## config.mk

```make
export PLATFORM = sky130hd
export DESIGN_NAME = power_fail_input_qualifier_top
export DESIGN_NICKNAME = d
export VERILOG_FILES = /design/src/rtl/pfq_pkg.sv /design/src/rtl/pfq_cfg.sv /design/src/rtl/pfq_chan.sv /design/src/rtl/power_fail_input_qualifier_top.sv
export SDC_FILE = /design/constraint.sdc
export NUM_CORES = 1
export LEC_CHECK = 0
export BUFFER_PORTS_ARGS = -buffer_cell sky130_fd_sc_hd__buf_4
export CAP_MARGIN = 20
export CELL_PAD_IN_SITES_DETAIL_PLACEMENT = 0
export CELL_PAD_IN_SITES_GLOBAL_PLACEMENT = 1
export CORE_MARGIN = 3
export CORE_UTILIZATION = 47
export CTS_CLUSTER_DIAMETER = 60
export DETAILED_ROUTE_END_ITERATION = 12
export PLACE_DENSITY_LB_ADDON = 0.1
export RECOVER_POWER = 100
export SLEW_MARGIN = 20
export SYNTH_ARGS = -nofsm -noshare
export SYNTH_HDL_FRONTEND = slang
export SYNTH_SLANG_ARGS = --single-unit
```

## constraint.sdc

```tcl
create_clock -name i_clk -period 5.9 [get_ports i_clk]
set_input_delay 0.59 -clock i_clk [delete_from_list [all_inputs] [get_ports i_clk]]
set_output_delay 0.59 -clock i_clk [all_outputs]
set_load 0.02 [all_outputs]
```

## src/rtl/pfq_pkg.sv

```systemverilog
`default_nettype none

package pfq_pkg;

    localparam int unsigned TimeW   = 32;
    localparam int unsigned DebW    = 16;
    localparam int unsigned CfgIdxW = 2;
    localparam int unsigned CfgDatW = 32;

    localparam logic [DebW-1:0] FAIL_DEB_RESET    = 16'd100;
    localparam logic [DebW-1:0] RESTORE_DEB_RESET = 16'd5000;

    // register indexes on the config port
    localparam logic [CfgIdxW-1:0] CFG_FAIL_DEB    = 2'd0;
    localparam logic [CfgIdxW-1:0] CFG_RESTORE_DEB = 2'd1;

    // event codes
    localparam logic [1:0] EV_NONE  = 2'd0;
    localparam logic [1:0] EV_SET   = 2'd1;
    localparam logic [1:0] EV_CLEAR = 2'd2;

    typedef struct packed {
        logic [DebW-1:0] fail_ms;
        logic [DebW-1:0] restore_ms;
    } t_cfg;

    typedef struct packed {
        logic       flag;
        logic [1:0] ev;
    } t_chan_res;

endpackage

`default_nettype wire

```

## src/rtl/pfq_cfg.sv

```systemverilog
`default_nettype none

module pfq_cfg
    import pfq_pkg::*;
(
    input  wire                 i_clk,
    input  wire                 i_rst_n,
    input  wire                 i_cfg_valid,
    output logic                o_cfg_ready,
    input  wire [CfgIdxW-1:0]   i_cfg_index,
    input  wire [CfgDatW-1:0]   i_cfg_data,
    output t_cfg                o_cfg
);

    t_cfg r_cfg;

    // no writes are taken while reset is held
    assign o_cfg_ready = i_rst_n;
    assign o_cfg       = r_cfg;

    always_ff @(posedge i_clk) begin
        if (!i_rst_n) begin
            r_cfg.fail_ms    <= FAIL_DEB_RESET;
            r_cfg.restore_ms <= RESTORE_DEB_RESET;
        end else if (i_cfg_valid) begin
            // unknown indexes are dropped, only the low bits of the word are kept
            case (i_cfg_index)
                CFG_FAIL_DEB:    r_cfg.fail_ms    <= i_cfg_data[DebW-1:0];
                CFG_RESTORE_DEB: r_cfg.restore_ms <= i_cfg_data[DebW-1:0];
                default:         ;
            endcase
        end
    end

endmodule

`default_nettype wire

```

## src/rtl/pfq_chan.sv

```systemverilog
`default_nettype none

module pfq_chan
    import pfq_pkg::*;
(
    input  wire               i_clk,
    input  wire               i_rst_n,
    input  wire               i_step,
    input  wire               i_level,
    input  wire               i_restart,
    input  wire [TimeW-1:0]   i_now,
    input  t_cfg              i_cfg,
    output t_chan_res         o_res
);

    logic             r_raw;
    logic [TimeW-1:0] r_time;
    logic             r_flag;

    logic             changed;
    logic [TimeW-1:0] n_time;
    logic [TimeW-1:0] held;
    logic             n_flag;
    logic [1:0]       ev;

    always_comb begin
        changed = (i_level != r_raw) || i_restart;
        n_time  = changed ? i_now : r_time;
        held    = i_now - n_time;
        n_flag  = r_flag;
        ev      = EV_NONE;
        if (i_level && !r_flag && (held >= {{(TimeW-DebW){1'b0}}, i_cfg.fail_ms})) begin
            n_flag = 1'b1;
            ev     = EV_SET;
        end else if (!i_level && r_flag
                     && (held >= {{(TimeW-DebW){1'b0}}, i_cfg.restore_ms})) begin
            n_flag = 1'b0;
            ev     = EV_CLEAR;
        end
    end

    assign o_res.flag = n_flag;
    assign o_res.ev   = ev;

    always_ff @(posedge i_clk) begin
        if (!i_rst_n) begin
            r_raw  <= 1'b0;
            r_time <= '0;
            r_flag <= 1'b0;
        end else if (i_step) begin
            r_raw  <= i_level;
            r_time <= n_time;
            r_flag <= n_flag;
        end
    end

endmodule

`default_nettype wire

```

## src/rtl/power_fail_input_qualifier_top.sv

```systemverilog
`default_nettype none

// channel   valid / ready               payload
// in        i_in_valid / o_in_ready     i_mains_fail_level, i_batt_low_level,
//                                       i_edge_interrupt_seen, i_now_ms
// out       o_out_valid / i_out_ready   o_mains_down, o_batt_low, o_mains_event,
//                                       o_backup_event, o_flush_request
// cfg       i_cfg_valid / o_cfg_ready   i_cfg_index, i_cfg_data
//
// one poll per cycle while the output is not stalled; a poll is taken into the input
// register, then one compare/subtract step moves its result word into the result register
// the rate is set by the per-channel timer update, which finishes in that one step
// synchronous active-low reset clears both channels and their flags and loads the default debounce times
// a stalled output holds its word; the input register fills, then o_in_ready drops

module power_fail_input_qualifier_top
    import pfq_pkg::*;
(
    input  wire                 i_clk,
    input  wire                 i_rst_n,

    input  wire                 i_in_valid,
    output logic                o_in_ready,
    input  wire                 i_mains_fail_level,
    input  wire                 i_batt_low_level,
    input  wire                 i_edge_interrupt_seen,
    input  wire [TimeW-1:0]     i_now_ms,

    output logic                o_out_valid,
    input  wire                 i_out_ready,
    output logic                o_mains_down,
    output logic                o_batt_low,
    output logic [1:0]          o_mains_event,
    output logic [1:0]          o_backup_event,
    output logic                o_flush_request,

    input  wire                 i_cfg_valid,
    output logic                o_cfg_ready,
    input  wire [CfgIdxW-1:0]   i_cfg_index,
    input  wire [CfgDatW-1:0]   i_cfg_data
);

    t_cfg             cfg;
    t_chan_res        mains_res;
    t_chan_res        backup_res;

    logic             r_in_vld;
    logic             r_mains_lvl;
    logic             r_backup_lvl;
    logic             r_irq;
    logic [TimeW-1:0] r_now;

    logic             r_out_vld;
    t_chan_res        r_mains_out;
    t_chan_res        r_backup_out;

    logic             out_free;
    logic             step;
    logic             in_take;

    assign out_free   = !r_out_vld || i_out_ready;
    assign step       = r_in_vld && out_free;
    assign o_in_ready = i_rst_n && (!r_in_vld || out_free);
    assign in_take    = i_in_valid && o_in_ready;

    pfq_cfg u_cfg (
        .i_clk       (i_clk),
        .i_rst_n     (i_rst_n),
        .i_cfg_valid (i_cfg_valid),
        .o_cfg_ready (o_cfg_ready),
        .i_cfg_index (i_cfg_index),
        .i_cfg_data  (i_cfg_data),
        .o_cfg       (cfg)
    );

    pfq_chan u_mains (
        .i_clk     (i_clk),
        .i_rst_n   (i_rst_n),
        .i_step    (step),
        .i_level   (r_mains_lvl),
        .i_restart (r_irq),
        .i_now     (r_now),
        .i_cfg     (cfg),
        .o_res     (mains_res)
    );

    // backup pin has no edge interrupt
    pfq_chan u_backup (
        .i_clk     (i_clk),
        .i_rst_n   (i_rst_n),
        .i_step    (step),
        .i_level   (r_backup_lvl),
        .i_restart (1'b0),
        .i_now     (r_now),
        .i_cfg     (cfg),
        .o_res     (backup_res)
    );

    always_ff @(posedge i_clk) begin
        if (!i_rst_n) begin
            r_in_vld  <= 1'b0;
            r_out_vld <= 1'b0;
        end else begin
            if (o_in_ready) begin
                r_in_vld <= i_in_valid;
            end
            if (out_free) begin
                r_out_vld <= r_in_vld;
            end
        end
    end

    always_ff @(posedge i_clk) begin
        if (in_take) begin
            r_mains_lvl  <= i_mains_fail_level;
            r_backup_lvl <= i_batt_low_level;
            r_irq        <= i_edge_interrupt_seen;
            r_now        <= i_now_ms;
        end
        if (step) begin
            r_mains_out  <= mains_res;
            r_backup_out <= backup_res;
        end
    end

    assign o_out_valid     = r_out_vld;
    assign o_mains_down    = r_mains_out.flag;
    assign o_batt_low      = r_backup_out.flag;
    assign o_mains_event   = r_mains_out.ev;
    assign o_backup_event  = r_backup_out.ev;
    assign o_flush_request = (r_backup_out.ev == EV_SET);

endmodule

`default_nettype wire
```

## After elaboration in Yosys (flattened, before gate mapping)

Cells that the tools add are included.

- Bits in registers: 143
- Bits of input ports: 74
- Output and inout port bits: 10
- Logic and storage cells: 59

- Add/sub/neg operators: 2
- Magnitude comparators: 4
- Eq/ne operators: 4
- Muxes and demuxes: 8
- Reduce and logical (&&, ||, !) cells: 23

Operators by type and width:

| cell | number |
|---|---|
| 32-bit by 16-bit greater-or-equal comparator with 1-bit output | 4 |
| 32-bit two-way mux | 2 |
| 32-bit subtractor | 2 |
| 1-bit logical AND | 11 |
| 1-bit zero test | 6 |
| 2-bit by 1-bit == test with 1-bit output, second input constant | 2 |
| 1-bit two-way mux | 4 |
| 2-bit two-way mux | 2 |
| 2-bit AND reduction | 2 |
| 1-bit logical OR | 3 |
| 2-bit zero test | 1 |
| 1-bit inequality test | 2 |

## Longest topological paths before layout

Gate-level depths: netlist of the first run.

- Word-level depth: 8
- Mapped depth: 25

## By module

Synthesis of the first run repeated with hierarchy kept, for this count alone.

- Cell total of the unflattened synthesis: 1,358
- Area, all modules: 11,546.1 um2

By module, submodules not included:

| module | times used | cells each | area an instance (um2) |
|---|---|---|---|
| pfq_chan at u_backup | 1 | 597 | 4,591.9 |
| pfq_chan at u_mains | 1 | 573 | 4,287.9 |
| power_fail_input_qualifier_top | 1 | 53 | 1,337.5 |
| pfq_cfg | 1 | 135 | 1,328.8 |

## Worst setup path after synthesis of the first run

OpenSTA, ideal clock, no wires.

- Path kind: register to register
- Start: reg r_mains_lvl
- End: reg r_mains_out, in the netlist o_mains_event[1], data pin
- Setup time: 255 ps
- Data arrival time: 4,661 ps
- Slack: 985 ps
- Stages on the path, launching flop included: 19
- Path buffers: 3
- Clock period less this slack: 4,915 ps
- Cells stage by stage: edfxtp_1 -> xnor2_1 -> nand2_2 -> buf_1 -> buf_1 -> mux2i_1 -> ha_1 -> clkbuf_1 -> a21o_1 -> a31oi_1 -> or2_2 -> o2111ai_1 -> nor4bb_1 -> nand4_1 -> a2111oi_0 -> nand4_1 -> a2111o_1 -> o21ba_2 -> and2_1

- Longest elaborated chain between the ends: 7
- Elaborated cells on any way between the ends: 12
- Classes of those cells: 1 x add/sub; 2 x order compare; 1 x eq/ne; 2 x mux; 6 x reduce/logical

RTL lines:

| what | RTL line | source |
|---|---|---|
| start, declared | power_fail_input_qualifier_top.sv:48 | `logic r_mains_lvl;` |
| start signal, assigned | power_fail_input_qualifier_top.sv:115 | `r_mains_lvl <= i_mains_fail_level;` |
| 1-bit inequality test | pfq_chan.sv:27 | `changed = (i_level != r_raw) \|\| i_restart;` |
| 1-bit logical OR | pfq_chan.sv:27 |  |
| 32-bit two-way mux | pfq_chan.sv:28 | `n_time = changed ? i_now : r_time;` |
| 32-bit subtractor | pfq_chan.sv:29 | `held = i_now - n_time;` |
| 32-bit by 16-bit greater-or-equal comparator with 1-bit output | pfq_chan.sv:36 | `&& (held >= {{(TimeW-DebW){1'b0}}, i_cfg.restore_ms})) begin` |
| 1-bit logical AND | pfq_chan.sv:36 |  |
| 2-bit two-way mux | pfq_chan.sv:35 | `end else if (!i_level && r_flag` |
| end signal, assigned | power_fail_input_qualifier_top.sv:121 | `r_mains_out <= mains_res;` |
| end, declared | power_fail_input_qualifier_top.sv:54 | `t_chan_res r_mains_out;` |

Parallel ways exist; a longest one is shown, timed or not.
A chain may end at the register's enable or synchronous reset.

## Worst setup path in the final report of the first run

- Start: reg r_mains_lvl
- End: reg r_mains_out, in the netlist o_mains_down, data pin

- Longest elaborated chain between the ends: 8
- Elaborated cells on any way between the ends: 13
- Classes of those cells: 1 x add/sub; 2 x order compare; 1 x eq/ne; 3 x mux; 6 x reduce/logical

RTL lines:

| what | RTL line | source |
|---|---|---|
| 1-bit inequality test * | pfq_chan.sv:27 |  |
| 1-bit logical OR * | pfq_chan.sv:27 |  |
| 32-bit two-way mux * | pfq_chan.sv:28 |  |
| named net u_mains.n_time[0] | pfq_chan.sv:21 | `logic [TimeW-1:0] n_time;` |
| 32-bit subtractor * | pfq_chan.sv:29 |  |
| 32-bit by 16-bit greater-or-equal comparator with 1-bit output | pfq_chan.sv:36 |  |
| 1-bit logical AND | pfq_chan.sv:36 |  |
| 1-bit two-way mux | pfq_chan.sv:35 |  |
| 1-bit two-way mux * | pfq_chan.sv:32 | `if (i_level && !r_flag && (held >= {{(TimeW-DebW){1'b0}}, i_cfg.fail_ms})) begin` |
| named net u_mains.n_flag | pfq_chan.sv:23 | `logic n_flag;` |

The timed path passes the listed nets; every way through them passes the cells marked *.

==> metrics.txt, run 1 <==
# TYPE chip_impl_metric gauge
chip_impl_info{name="run_status",value="finished, violations left"} 1
chip_impl_info{name="violations",value="max-capacitance violations, max-slew violations"} 1
chip_impl_metric{name="antenna_cells_inserted",unit=""} 0
chip_impl_metric{name="layout-area-overhead-vs-synth",unit="%"} 10.8
chip_impl_metric{name="num_ports",unit=""} 84
chip_impl_info{name="cts_tree",value="built"} 1
chip_impl_metric{name="synth_cell_types",unit=""} 94
chip_impl_metric{name="yosysTopAreaCellShare",unit=""} 0.182
chip_impl_info{name="timing.hold.worst.class",value="in2reg"} 1
chip_impl_info{name="rsz0062_at_grt",value="false"} 1
chip_impl_metric{name="postCtsSetupBuffers",unit=""} 0
chip_impl_metric{name="worst-r2r-setup-slack",unit="ns"} 0.48
chip_impl_metric{name="comb_power_share",unit=""} 0.317
chip_impl_metric{name="place.detailed.instances",unit=""} 1687
chip_impl_metric{name="die_width",unit="µm"} 161
chip_impl_metric{name="setup_tns",unit="ns"} 0
chip_impl_metric{name="dieHeight",unit="µm"} 161
chip_impl_metric{name="cts.sink_count",unit=""} 143
chip_impl_metric{name="synth_nets",unit=""} 1545
chip_impl_metric{name="hold_critical_path_depth",unit=""} 1
chip_impl_metric{name="routed_wire_length_per_instance",unit="µm"} 18.2
chip_impl_info{name="netlist.top_cell.by_area",value="dfxtp_1"} 1
chip_impl_metric{name="finalWirelength",unit="mm"} 31.2
chip_impl_info{name="critical_path.reg2reg.startpoint",value="r_mains_lvl$_DFFE_PP_"} 1
chip_impl_metric{name="fmax",unit="MHz"} 184
chip_impl_metric{name="via_count",unit=""} 10178
chip_impl_metric{name="initial_standard_cell_utilization_of_the_core",unit=""} 0.488
chip_impl_metric{name="drt_drc_violations_left",unit=""} 0
chip_impl_metric{name="synth_cells",unit=""} 1356
chip_impl_metric{name="drtAntennaViolNets",unit=""} 0
chip_impl_metric{name="filler_cell_count",unit=""} 2215
chip_impl_metric{name="period_minus_slack",unit="ns"} 5.42
chip_impl_info{name="layout.cells.most_common_list",value="nand2_1 (165), a21oi_1 (132), ha_1 (114)"} 1
chip_impl_metric{name="clock_insertion_delay_worst_skew",unit="ns"} 0.43
chip_impl_metric{name="layoutNonFillerInstCount",unit=""} 1719
chip_impl_metric{name="globalRouteTotalUtil",unit=""} 0.241
chip_impl_metric{name="first_pass_iters",unit=""} 5
chip_impl_metric{name="worst_pin_slew",unit="ns"} 3.02
chip_impl_metric{name="num-nets-final",unit=""} 1582
chip_impl_metric{name="first_pass_grt_wire_length",unit="mm"} 50.7
chip_impl_info{name="ys_top_cells_by_area",value="dfxtp_1 (18%), ha_1 (13%), edfxtp_1 (11%)"} 1
chip_impl_metric{name="place.port_buffers",unit=""} 67
chip_impl_metric{name="yosysWarningCount",unit=""} 0
chip_impl_metric{name="rows",unit=""} 55
chip_impl_metric{name="ctsLongestPathBuffers",unit=""} 2
chip_impl_metric{name="worst_ep_arrival_time",unit="ns"} 5.60
chip_impl_metric{name="finalWeightedCongestion",unit=""} 0.928
chip_impl_metric{name="grt_pass1_vias",unit=""} 9681
chip_impl_metric{name="synth_area_per_inst",unit="µm²"} 8.29
chip_impl_info{name="hold_path_startpoint",value="i_now_ms[2]"} 1
chip_impl_info{name="holdPathEnd",value="r_now[2]$_DFFE_PP_"} 1
chip_impl_metric{name="p_int",unit="mW"} 2.11
chip_impl_metric{name="worst_ep_required_time",unit="ns"} 6.08
chip_impl_metric{name="p_leak",unit="nW"} 4.96
chip_impl_metric{name="power.sequential.fraction",unit=""} 0.343
chip_impl_metric{name="grt_overflow",unit=""} 0
chip_impl_metric{name="path_clk_slew",unit="ns"} 0.07
chip_impl_metric{name="grt_antenna_before_repair",unit=""} 0
chip_impl_metric{name="worst-r2r-cell-count",unit=""} 18
chip_impl_metric{name="cts_max_level",unit=""} 4
chip_impl_metric{name="worst-path-max-fanout",unit=""} 6
chip_impl_info{name="synth_flop_cell",value="dfxtp_1"} 1
chip_impl_metric{name="power.switching_fraction",unit=""} 0.349
chip_impl_metric{name="synthesis.area",unit="mm²"} 0.0112
chip_impl_metric{name="switching_power",unit="mW"} 1.13
chip_impl_metric{name="slew_violations",unit=""} 168
chip_impl_info{name="type_of_element_capturing_the_critical_path",value="register"} 1
chip_impl_metric{name="post_cts_resized",unit=""} 0
chip_impl_info{name="layout_commonest_cell",value="nand2_1"} 1
chip_impl_info{name="r2r_end",value="o_mains_down$_DFFE_PP_"} 1
chip_impl_metric{name="core_area",unit="mm²"} 0.0231
chip_impl_metric{name="setup_viol",unit=""} 0
chip_impl_metric{name="cellPowerDensity",unit="mW/mm²"} 260
chip_impl_metric{name="vias_per_std_cell",unit=""} 5.92
chip_impl_metric{name="yosys_register_bits",unit=""} 143
chip_impl_metric{name="die_area",unit="mm²"} 0.0258
chip_impl_metric{name="tritoncts.num_buffers",unit=""} 17
chip_impl_metric{name="fraction_of_final_layout_cells_with_drive_strength_greater_than_1",unit=""} 0.0960
chip_impl_info{name="path_class",value="reg2reg"} 1
chip_impl_metric{name="worst_slew_margin_rel",unit=""} -1.01
chip_impl_metric{name="postSynth.asyncResetShare",unit=""} 0
chip_impl_metric{name="vdd.ir_drop.worst",unit="mV"} 0.202
chip_impl_metric{name="initialDrtViolationCount",unit=""} 581
chip_impl_metric{name="clock_power_share",unit=""} 0.340
chip_impl_metric{name="post_cts_hold_buffer_count",unit=""} 0
chip_impl_metric{name="post-dp-hpwl",unit="mm"} 23.7
chip_impl_metric{name="synth_enable_flop_cells",unit=""} 41
chip_impl_metric{name="cap_violations",unit=""} 3
chip_impl_info{name="clockRootBuffer",value="clkbuf_16"} 1
chip_impl_metric{name="grt_max_degree",unit=""} 68
chip_impl_metric{name="clock_skew",unit="ns"} 0.0120
chip_impl_info{name="critPathLaunchType",value="register"} 1
chip_impl_metric{name="min_period_over_period",unit=""} 0.919
chip_impl_metric{name="synth_seq_area_share",unit=""} 0.291
chip_impl_metric{name="final-hold-violation-count",unit=""} 0
==> power by group through the flow <==
stage                     combinational [mW]  sequential [mW]  clock, mW
after floorplan                        0.758             1.11          0
after global placement                 0.999             1.13          0
after detailed placement                1.01             1.13          0
after CTS                               1.02             1.11       1.12
after global routing                    1.15             1.12       1.16
final                                   1.03             1.11       1.10
==> cell families after synthesis <==
logic type                 Yosys count  synth area share
xor gates and xnor gates            44            0.0356
AOI/OAI and AO/OA                  437             0.265
adders and majority gates          116             0.130
and+or+nand+nor                    441             0.185
muxes                               51            0.0456
DFF                                143             0.291
buffers and inverters              124            0.0478
==> metrics by stage <==
step	util	instance area [µm²]	power (mW)	setup slack, ns	hold slack [ns]
2_1_floorplan	-	11200	1.87	0.985	0.434
3_3_place_gp	0.518	11900	2.13	0.837	0.443
3_5_place_dp	0.518	11900	2.14	0.706	0.448
4_1_cts	0.544	12500	3.26	0.661	0.319
5_1_grt	0.540	12500	3.43	0.182	0.341
6_report	0.540	12500	3.24	0.476	0.354
==> Yosys cell counts, types with 16 or more instances <==
library cell  count
xnor2_1          26
a211oi_1         61
o21ai_0          51
nor2b_1          19
mux2i_1          49
nand2b_1         22
nand3_1          26
a21oi_1         132
ha_1            114
nor3_1           20
nand4_1          21
dfxtp_1         102
edfxtp_1         41
clkbuf_1         47
o21a_1           19
nand2_1         165
nor2_1          105
xor2_1           16
inv_1            61
a21o_1           40
==> routing by layer <==
layer	vias up	GRT usage	wire, µm
met5	-	0	0
met1	4793	0.360	16100
li1	5099	-	-
met3	50	0.0353	1340
met2	236	0.364	13200
met4	0	0.0627	556
==> layout make-up <==
| class | count | area [µm²] | area share |
|---|---|---|---|
| clock buffers | 17 | 425 | 0.0342 |
| repair buffers | 79 | 531 | 0.0426 |
| inverters | 63 | 238 | 0.0191 |
| clock inverters | 15 | 158 | 0.0127 |
| multi-input cells | 1089 | 7440 | 0.597 |
| well taps | 313 | 392 | 0.0314 |
| flip-flops and latches | 143 | 3270 | 0.263 |
==> worst max-delay path, stage by stage (launching register included) <==
cell	delay (ns)
edfxtp_1	0.50
xor2_2	0.44
nor2_4	0.05
o21ai_0	0.26
ha_1	0.34
inv_1	0.16
ha_1	0.28
a31oi_1	0.15
o21ai_0	0.21
a21boi_0	0.19
o21ai_0	0.49
ha_1	0.35
a21o_1	0.15
a2111oi_0	0.55
o31ai_1	0.14
a31oi_1	0.20
o21ai_0	0.29
o21ai_0	0.31
a21oi_1	0.10
==> registers in the layout (all words and copies together), names as in the netlist, 2 cells and up <==
name	flops
r_now	32
u_cfg.o_cfg	32
u_mains.r_time	32
o_backup_event	2
u_backup.r_time	32
o_mains_event	2
==> worst max path at each step <==
stage,startpoint,to,slack (ns),cells past startpoint
global route,r_backup_lvl$_DFFE_PP_,o_batt_low$_DFFE_PP_,0.18,23
detailed placement,r_mains_lvl$_DFFE_PP_,o_mains_down$_DFFE_PP_,0.71,20
finish,r_mains_lvl$_DFFE_PP_,o_mains_down$_DFFE_PP_,0.48,18
global placement,r_mains_lvl$_DFFE_PP_,o_mains_event[1]$_SDFFCE_PP0P_,0.84,22
floorplan,r_mains_lvl$_DFFE_PP_,o_mains_event[1]$_SDFFCE_PP0P_,0.98,18
CTS,r_mains_lvl$_DFFE_PP_,o_mains_down$_DFFE_PP_,0.66,20
Note: power is estimated with default switching activity, not from simulation.
==> inputs of run 2 (changes only) <==
--- a/config.mk
+++ b/config.mk
@@ -15,7 +15,9 @@
 export DETAILED_ROUTE_END_ITERATION = 12
 export PLACE_DENSITY_LB_ADDON = 0.1
 export RECOVER_POWER = 100
+export REMOVE_ABC_BUFFERS = 1
 export SLEW_MARGIN = 20
 export SYNTH_ARGS = -nofsm -noshare
 export SYNTH_HDL_FRONTEND = slang
+export SYNTH_HIERARCHICAL = 1
 export SYNTH_SLANG_ARGS = --single-unit
==> run 2 against run 1 <==
  * Combinational power barely moved
  * Highest routed layer unchanged
  * The run still ends with max-capacitance violations, max-slew violations left
  * Setup slack got worse by 0.048 ns
  * Sequential power is essentially flat
  * Sequential share of layout area is 0.74 points lower
  * Clock power barely moved
  * Design area grew 2.9%
  * Global-route usage fell by 1.2 points
  * Via count is 3.1% lower
  * Synthesized area increased by 2.7%
==> metrics.txt, run 2 <==
# TYPE chip_impl_metric gauge
chip_impl_metric{name="core_area",unit="mm²"} 0.0238
chip_impl_metric{name="num-nets-final",unit=""} 1590
chip_impl_metric{name="total_power_draw",unit="mW"} 3.23
chip_impl_metric{name="antenna_cells_inserted",unit=""} 0
chip_impl_info{name="timing.hold.worst.class",value="in2reg"} 1
chip_impl_metric{name="grt_max_degree",unit=""} 67
chip_impl_metric{name="cts_max_level",unit=""} 4
chip_impl_metric{name="worst_ep_arrival_time",unit="ns"} 5.67
chip_impl_metric{name="clock_insertion_delay_worst_skew",unit="ns"} 0.45
chip_impl_metric{name="worst_ep_required_time",unit="ns"} 6.10
chip_impl_metric{name="synth_seq_area_share",unit=""} 0.283
chip_impl_info{name="layout_commonest_cell",value="nand2_1"} 1
chip_impl_info{name="path_class",value="reg2reg"} 1
chip_impl_metric{name="rows",unit=""} 56
chip_impl_metric{name="clock_skew",unit="ns"} 0.0190
chip_impl_metric{name="place.port_buffers",unit=""} 67
chip_impl_metric{name="post-dp-hpwl",unit="mm"} 23.4
chip_impl_info{name="clockRootBuffer",value="clkbuf_16"} 1
chip_impl_metric{name="synth_cells",unit=""} 1358
chip_impl_info{name="r2r_end",value="o_backup_event[1]$_DFFE_PP_"} 1
chip_impl_metric{name="num_ports",unit=""} 84
chip_impl_info{name="synth_flop_cell",value="dfxtp_1"} 1
chip_impl_metric{name="whs",unit="ns"} 0.332
chip_impl_metric{name="min_period_over_period",unit=""} 0.927
chip_impl_metric{name="cellPowerDensity",unit="mW/mm²"} 252
chip_impl_metric{name="drt_drc_violations_left",unit=""} 0
chip_impl_metric{name="post_cts_resized",unit=""} 0
chip_impl_metric{name="worst_pin_slew",unit="ns"} 2.79
chip_impl_info{name="run_status",value="finished, violations left"} 1
chip_impl_metric{name="worst-path-max-fanout",unit=""} 38
chip_impl_info{name="netlist.top_cell.by_area",value="dfxtp_1"} 1
chip_impl_metric{name="grt_antenna_before_repair",unit=""} 0
chip_impl_metric{name="period_minus_slack",unit="ns"} 5.47
chip_impl_metric{name="drtAntennaViolNets",unit=""} 0
chip_impl_metric{name="worst_slew_margin_rel",unit=""} -0.861
chip_impl_metric{name="path_clk_slew",unit="ns"} 0.08
chip_impl_metric{name="fmax",unit="MHz"} 183
chip_impl_info{name="synth_commonest_cells",value="nand2_1 (139), ha_1 (120), dfxtp_1 (102), inv_1 (97), nor2_1 (93)"} 1
chip_impl_metric{name="ctsLongestPathBuffers",unit=""} 2
chip_impl_metric{name="finalWeightedCongestion",unit=""} 0.919
chip_impl_metric{name="dieHeight",unit="µm"} 163
chip_impl_metric{name="vdd.ir_drop.worst",unit="mV"} 0.163
chip_impl_metric{name="fraction_of_final_layout_cells_with_drive_strength_greater_than_1",unit=""} 0.102
chip_impl_metric{name="synth_area_per_inst",unit="µm²"} 8.50
chip_impl_metric{name="routed_wire_length_per_instance",unit="µm"} 17.7
chip_impl_metric{name="post_cts_hold_buffer_count",unit=""} 0
chip_impl_metric{name="vias_per_std_cell",unit=""} 5.71
chip_impl_metric{name="worst-r2r-cell-count",unit=""} 15
chip_impl_metric{name="slew_violations",unit=""} 216
chip_impl_metric{name="yosysWarningCount",unit=""} 6
chip_impl_info{name="hold_path_startpoint",value="i_now_ms[1]"} 1
chip_impl_metric{name="die_width",unit="µm"} 163
chip_impl_metric{name="globalRouteTotalUtil",unit=""} 0.229
chip_impl_metric{name="dpl_worst_slack",unit="ns"} 0.703
chip_impl_metric{name="setup_viol",unit=""} 0
chip_impl_metric{name="first_pass_iters",unit=""} 5
chip_impl_metric{name="first_pass_grt_wire_length",unit="mm"} 48.6
chip_impl_metric{name="postCtsSetupBuffers",unit=""} 0
chip_impl_metric{name="final-hold-violation-count",unit=""} 0
chip_impl_metric{name="hold_critical_path_depth",unit=""} 1
chip_impl_metric{name="p_leak",unit="nW"} 5.59
chip_impl_metric{name="tritoncts.num_buffers",unit=""} 17
chip_impl_metric{name="finalWirelength",unit="mm"} 30.5
chip_impl_metric{name="yosysTopAreaCellShare",unit=""} 0.177
chip_impl_info{name="critPathLaunchType",value="register"} 1
chip_impl_metric{name="worst-r2r-setup-slack",unit="ns"} 0.43
chip_impl_info{name="holdPathEnd",value="r_now[1]$_DFFE_PP_"} 1
chip_impl_info{name="ys_top_cells_by_area",value="dfxtp_1 (18%), ha_1 (13%), edfxtp_1 (11%)"} 1
chip_impl_metric{name="final_critical_path_setup_slack",unit="ns"} 0.428
chip_impl_info{name="synth_most_common_cell",value="nand2_1"} 1
chip_impl_metric{name="initial_standard_cell_utilization_of_the_core",unit=""} 0.485
chip_impl_metric{name="die_area",unit="mm²"} 0.0265
chip_impl_metric{name="cts.sink_count",unit=""} 143
chip_impl_info{name="critical_path.reg2reg.startpoint",value="r_backup_lvl$_DFFE_PP_"} 1
chip_impl_metric{name="postSynth.asyncResetShare",unit=""} 0
chip_impl_info{name="type_of_element_capturing_the_critical_path",value="register"} 1
chip_impl_metric{name="synthesis.area",unit="mm²"} 0.0115
chip_impl_metric{name="grt_pass1_vias",unit=""} 9179
chip_impl_info{name="cts_tree",value="built"} 1
chip_impl_metric{name="initialDrtViolationCount",unit=""} 725
chip_impl_info{name="violations",value="max-capacitance violations, max-slew violations"} 1
chip_impl_info{name="layout.cells.most_common_list",value="nand2_1 (138), ha_1 (120), dfxtp_1 (102)"} 1
chip_impl_metric{name="cap_violations",unit=""} 5
chip_impl_metric{name="grt_overflow",unit=""} 0
chip_impl_info{name="rsz0062_at_grt",value="false"} 1
chip_impl_metric{name="synth_enable_flop_cells",unit=""} 41
chip_impl_metric{name="synth_cell_types",unit=""} 99
chip_impl_metric{name="layout-area-overhead-vs-synth",unit="%"} 11.0
chip_impl_metric{name="yosys_register_bits",unit=""} 143
chip_impl_metric{name="via_count",unit=""} 9861
[run 2: kinds of logic (layout without fill, tap and decap cells)]
kind of cell / count (synthesis) / count (layout) / synth area share
DFF: 143 / 143 / 0.283
AOI/OAI and AO/OA: 380 / 380 / 0.233
buffers and inverters: 161 / 210 / 0.0583
xor gates and xnor gates: 51 / 51 / 0.0393
other: 1 / 1 / 0.000325
muxes: 81 / 81 / 0.0707
adders and majority gates: 123 / 123 / 0.134
and+or+nand+nor: 418 / 418 / 0.181
[run 2: worst max-delay path by stage]
stage | start | end | cells after the start
5_1_grt | r_backup_lvl$_DFFE_PP_ | o_backup_event[1]$_DFFE_PP_ | 15
3_5_place_dp | r_mains_lvl$_DFFE_PP_ | o_mains_down$_DFFE_PP_ | 19
4_1_cts | r_mains_lvl$_DFFE_PP_ | o_mains_down$_DFFE_PP_ | 22
6_report | r_backup_lvl$_DFFE_PP_ | o_backup_event[1]$_DFFE_PP_ | 15
3_3_place_gp | r_mains_lvl$_DFFE_PP_ | o_mains_down$_DFFE_PP_ | 19
2_1_floorplan | i_out_ready | u_mains/r_time[10]$_SDFFE_PN0P_ | 5
[run 2: critical path, stage by stage, from the launching register on]
cell and delay [ns]:
edfxtp_1 0.48, xor2_2 0.18, or2_2 0.31, clkbuf_4 0.60
mux2i_1 0.32, ha_1 0.37, a21oi_1 0.32, o21ai_0 0.15
a2111oi_0 0.51, nor3_1 0.16, o311ai_0 0.46, o2111ai_1 0.20
a2111oi_2 0.22, and4b_1 0.45, o311a_2 0.36, nor3_1 0.07
[run 2: per-stage QoR]
step / std cells / TNS, ns / utilization / area (µm²)
detailed placement: 1694 / 0 / 0.516 / 12300
finish: 1726 / 0 / 0.538 / 12800
CTS: 1726 / 0 / 0.542 / 12900
floorplan: 1295 / -2.81 / - / 11200
global route: 1726 / 0 / 0.538 / 12800
global placement: 1693 / 0 / 0.515 / 12300
[run 2: cell type report]
class	instances	area [µm²]
clock buffer	17	425
clock inverter	15	186
fill	2258	11000
inverter	98	368
multi-input combinational	1054	7600
sequential	143	3270
tap	319	399
timing repair buffer	80	561
[run 2: per-layer routing]
layer / track usage / routed length, µm / up-vias
met3: 0.0397 / 1360 / 28
met1: 0.340 / 15400 / 4613
li1: - / - / 5026
met4: 0.0546 / 386 / 0
met5: 0 / 0 / -
met2: 0.346 / 13400 / 194
[run 2: report_power, final]
group	internal, mW	switching, mW	total (mW)
clock network	0.577	0.540	1.12
logic	0.414	0.592	1.01
registers	1.06	0.0472	1.11
total	2.05	1.18	3.23
==> inputs of run 3 (changes only) <==
--- a/config.mk
+++ b/config.mk
@@ -14,7 +14,7 @@
 export CTS_CLUSTER_DIAMETER = 60
 export DETAILED_ROUTE_END_ITERATION = 12
 export PLACE_DENSITY_LB_ADDON = 0.1
-export RECOVER_POWER = 100
+export RECOVER_POWER = 50
 export REMOVE_ABC_BUFFERS = 1
 export SLEW_MARGIN = 20
 export SYNTH_ARGS = -nofsm -noshare
==> run 3 against run 2 <==
  * Final cell count unchanged
  * Utilization up 0.17 points
  * Largest power group unchanged
  * Setup slack better by 0.16 ns
  * The run still ends with max-capacitance violations, max-slew violations left
  * First-iteration DRC count down 6.8%
  * Clock power about the same
  * Power up 0.20%
  * Highest routed layer unchanged
  * Wire length down 0.16%
==> metrics.txt, run 3 (synthesis gave the netlist of run 2 again) <==
# TYPE chip_impl_metric gauge
chip_impl_metric{name="vias_per_std_cell",unit=""} 5.72
chip_impl_metric{name="initialDrtViolationCount",unit=""} 676
chip_impl_metric{name="filler_cell_count",unit=""} 2250
chip_impl_metric{name="post-dp-hpwl",unit="mm"} 23.4
chip_impl_metric{name="first_pass_iters",unit=""} 5
chip_impl_metric{name="cts_max_level",unit=""} 4
chip_impl_metric{name="layout-area-overhead-vs-synth",unit="%"} 11.4
chip_impl_metric{name="worst_ep_required_time",unit="ns"} 6.08
chip_impl_metric{name="ctsLongestPathBuffers",unit=""} 2
chip_impl_metric{name="die_area",unit="mm²"} 0.0265
chip_impl_metric{name="fmax",unit="MHz"} 188
chip_impl_metric{name="grt_pass1_vias",unit=""} 9179
chip_impl_metric{name="finalWeightedCongestion",unit=""} 0.919
chip_impl_info{name="r2r_end",value="o_mains_down$_DFFE_PP_"} 1
chip_impl_metric{name="p_leak",unit="nW"} 5.61
chip_impl_metric{name="antenna_cells_inserted",unit=""} 0
chip_impl_metric{name="drtAntennaViolNets",unit=""} 0
chip_impl_metric{name="worst_ep_arrival_time",unit="ns"} 5.49
chip_impl_metric{name="place.port_buffers",unit=""} 67
chip_impl_metric{name="routed_wire_length_per_instance",unit="µm"} 17.7
chip_impl_metric{name="grt_antenna_before_repair",unit=""} 0
chip_impl_metric{name="grt_overflow",unit=""} 0
chip_impl_metric{name="final-hold-violation-count",unit=""} 0
chip_impl_metric{name="rows",unit=""} 56
chip_impl_info{name="type_of_element_capturing_the_critical_path",value="register"} 1
chip_impl_metric{name="total_power_draw",unit="mW"} 3.24
chip_impl_metric{name="whs",unit="ns"} 0.329
chip_impl_metric{name="num-nets-final",unit=""} 1590
chip_impl_info{name="critical_path.top_delay_family",value="compound AO/OA/AOI/OAI gates"} 1
chip_impl_metric{name="post_cts_hold_buffer_count",unit=""} 0
chip_impl_metric{name="tritoncts.num_buffers",unit=""} 17
chip_impl_metric{name="hold_critical_path_depth",unit=""} 1
chip_impl_metric{name="slew_violations",unit=""} 127
chip_impl_info{name="timing.critical_path.slowest_stage_cell",value="edfxtp_1"} 1
chip_impl_metric{name="globalRouteTotalUtil",unit=""} 0.229
chip_impl_metric{name="worst-r2r-cell-count",unit=""} 23
chip_impl_metric{name="cts.sink_count",unit=""} 143
chip_impl_info{name="timing.hold.worst.class",value="in2reg"} 1
chip_impl_metric{name="path_clk_slew",unit="ns"} 0.08
chip_impl_info{name="cp-startpoint",value="r_mains_lvl$_DFFE_PP_"} 1
chip_impl_info{name="layout_commonest_cell",value="nand2_1"} 1
chip_impl_metric{name="clock_skew",unit="ns"} 0.0168
chip_impl_info{name="violations",value="max-capacitance violations, max-slew violations"} 1
chip_impl_info{name="critPathLaunchType",value="register"} 1
chip_impl_info{name="crit_chain",value="xor2_1 -> nor2_1 -> nor2_1 -> a21oi_1 -> inv_1 -> fa_1 -> nand2b_1 -> a21oi_1 -> o21a_1 -> or2_2 -> nand3_1 -> o211ai_1 -> o21ai_0 -> o21ai_0 -> ha_1 -> nand4_1 -> nor2_1 -> o211ai_1 -> a41oi_1 -> a211o_1 -> nor4_1 -> or2b_1 -> o21ai_0"} 1
chip_impl_metric{name="initial_standard_cell_utilization_of_the_core",unit=""} 0.485
chip_impl_metric{name="worst-path-max-fanout",unit=""} 6
chip_impl_info{name="holdPathEnd",value="r_now[1]$_DFFE_PP_"} 1
chip_impl_info{name="layout.cells.most_common_list",value="nand2_1 (138), ha_1 (120), dfxtp_1 (102)"} 1
chip_impl_metric{name="timing.critical_path.slowest_cell_delay",unit="ns"} 0.50
chip_impl_metric{name="via_count",unit=""} 9871
chip_impl_metric{name="worst_pin_slew",unit="ns"} 2.29
chip_impl_metric{name="post_cts_resized",unit=""} 0
chip_impl_info{name="path_class",value="reg2reg"} 1
chip_impl_metric{name="critical_path_buffer_and_inverter_count",unit=""} 1
chip_impl_metric{name="setup_viol",unit=""} 0
chip_impl_metric{name="fraction_of_final_layout_cells_with_drive_strength_greater_than_1",unit=""} 0.107
chip_impl_info{name="run_status",value="finished, violations left"} 1
chip_impl_info{name="critical_path.reg2reg.startpoint",value="r_mains_lvl$_DFFE_PP_"} 1
chip_impl_metric{name="worst_slew_margin_rel",unit=""} -0.525
chip_impl_metric{name="die_width",unit="µm"} 163
chip_impl_metric{name="core_area",unit="mm²"} 0.0238
chip_impl_metric{name="clock_insertion_delay_worst_skew",unit="ns"} 0.45
chip_impl_info{name="clockRootBuffer",value="clkbuf_16"} 1
chip_impl_info{name="cts_tree",value="built"} 1
chip_impl_metric{name="first_pass_grt_wire_length",unit="mm"} 48.6
chip_impl_metric{name="postCtsSetupBuffers",unit=""} 0
chip_impl_metric{name="dieHeight",unit="µm"} 163
chip_impl_metric{name="min_period_over_period",unit=""} 0.900
chip_impl_info{name="hold_path_startpoint",value="i_now_ms[1]"} 1
chip_impl_metric{name="vdd.ir_drop.worst",unit="mV"} 0.165
chip_impl_metric{name="crit_cells",unit=""} 23
chip_impl_metric{name="period_minus_slack",unit="ns"} 5.31
chip_impl_metric{name="cellPowerDensity",unit="mW/mm²"} 252
chip_impl_metric{name="cap_violations",unit=""} 3
chip_impl_metric{name="drt_drc_violations_left",unit=""} 0
chip_impl_metric{name="finalWirelength",unit="mm"} 30.5
chip_impl_info{name="rsz0062_at_grt",value="false"} 1
chip_impl_metric{name="grt_max_degree",unit=""} 67
chip_impl_metric{name="num_ports",unit=""} 84
chip_impl_metric{name="worst-r2r-setup-slack",unit="ns"} 0.59
## run 3: layer usage
layer | part of all wire | track usage | vias to the layer above | wire (µm)
li1 | - | - | 5024 | -
met1 | 0.50 | 0.340 | 4606 | 15400
met2 | 0.44 | 0.346 | 216 | 13400
met3 | 0.045 | 0.0397 | 25 | 1370
met4 | 0.012 | 0.0546 | 0 | 362
met5 | 0 | 0 | - | 0
## run 3: where the power goes
| group | internal [mW] | switching [mW] |
|---|---|---|
| Sequential | 1.06 | 0.0473 |
| Combinational | 0.415 | 0.593 |
| Clock | 0.577 | 0.544 |
## run 3: worst reg2reg max path, delay by kind of cell, from the launching register on
family	cells	cell delay, ns
buffers and inverters	1	0.10
AND/OR/NAND/NOR	9	1.59
flip-flops	1	0.50
XOR/XNOR	1	0.21
adder cells (fa/ha/maj)	2	0.77
AO/OA/AOI/OAI	10	1.89
## run 3: worst max path at each step
stage | end | slack, ns
floorplan | u_mains/r_time[10]$_SDFFE_PN0P_ | -0.15
global placement | o_mains_down$_DFFE_PP_ | 0.79
detailed placement | o_mains_down$_DFFE_PP_ | 0.70
CTS | o_mains_down$_DFFE_PP_ | 0.68
global route | o_mains_down$_DFFE_PP_ | 0.19
finish | o_mains_down$_DFFE_PP_ | 0.59
## run 3: cell type report
cell class                      instances  area (µm²)  area share
Multi-Input combinational cell       1054        7620       0.592
Tap cell                              319         399      0.0310
Inverter                               98         368      0.0286
Timing Repair Buffer                   80         588      0.0457
Clock inverter                         15         186      0.0145
Clock buffer                           17         425      0.0331
Sequential cell                       143        3270       0.255
## run 3: through the flow
stage | cells | area [µm²] | setup TNS [ns] | utilization | setup WS [ns]
after floorplan | 1295 | 11200 | -2.81 | - | -0.147
after global placement | 1693 | 12300 | 0 | 0.515 | 0.793
after detailed placement | 1694 | 12300 | 0 | 0.516 | 0.703
after CTS | 1726 | 12900 | 0 | 0.542 | 0.678
after global routing | 1726 | 12900 | 0 | 0.540 | 0.193
final | 1726 | 12900 | 0 | 0.540 | 0.589
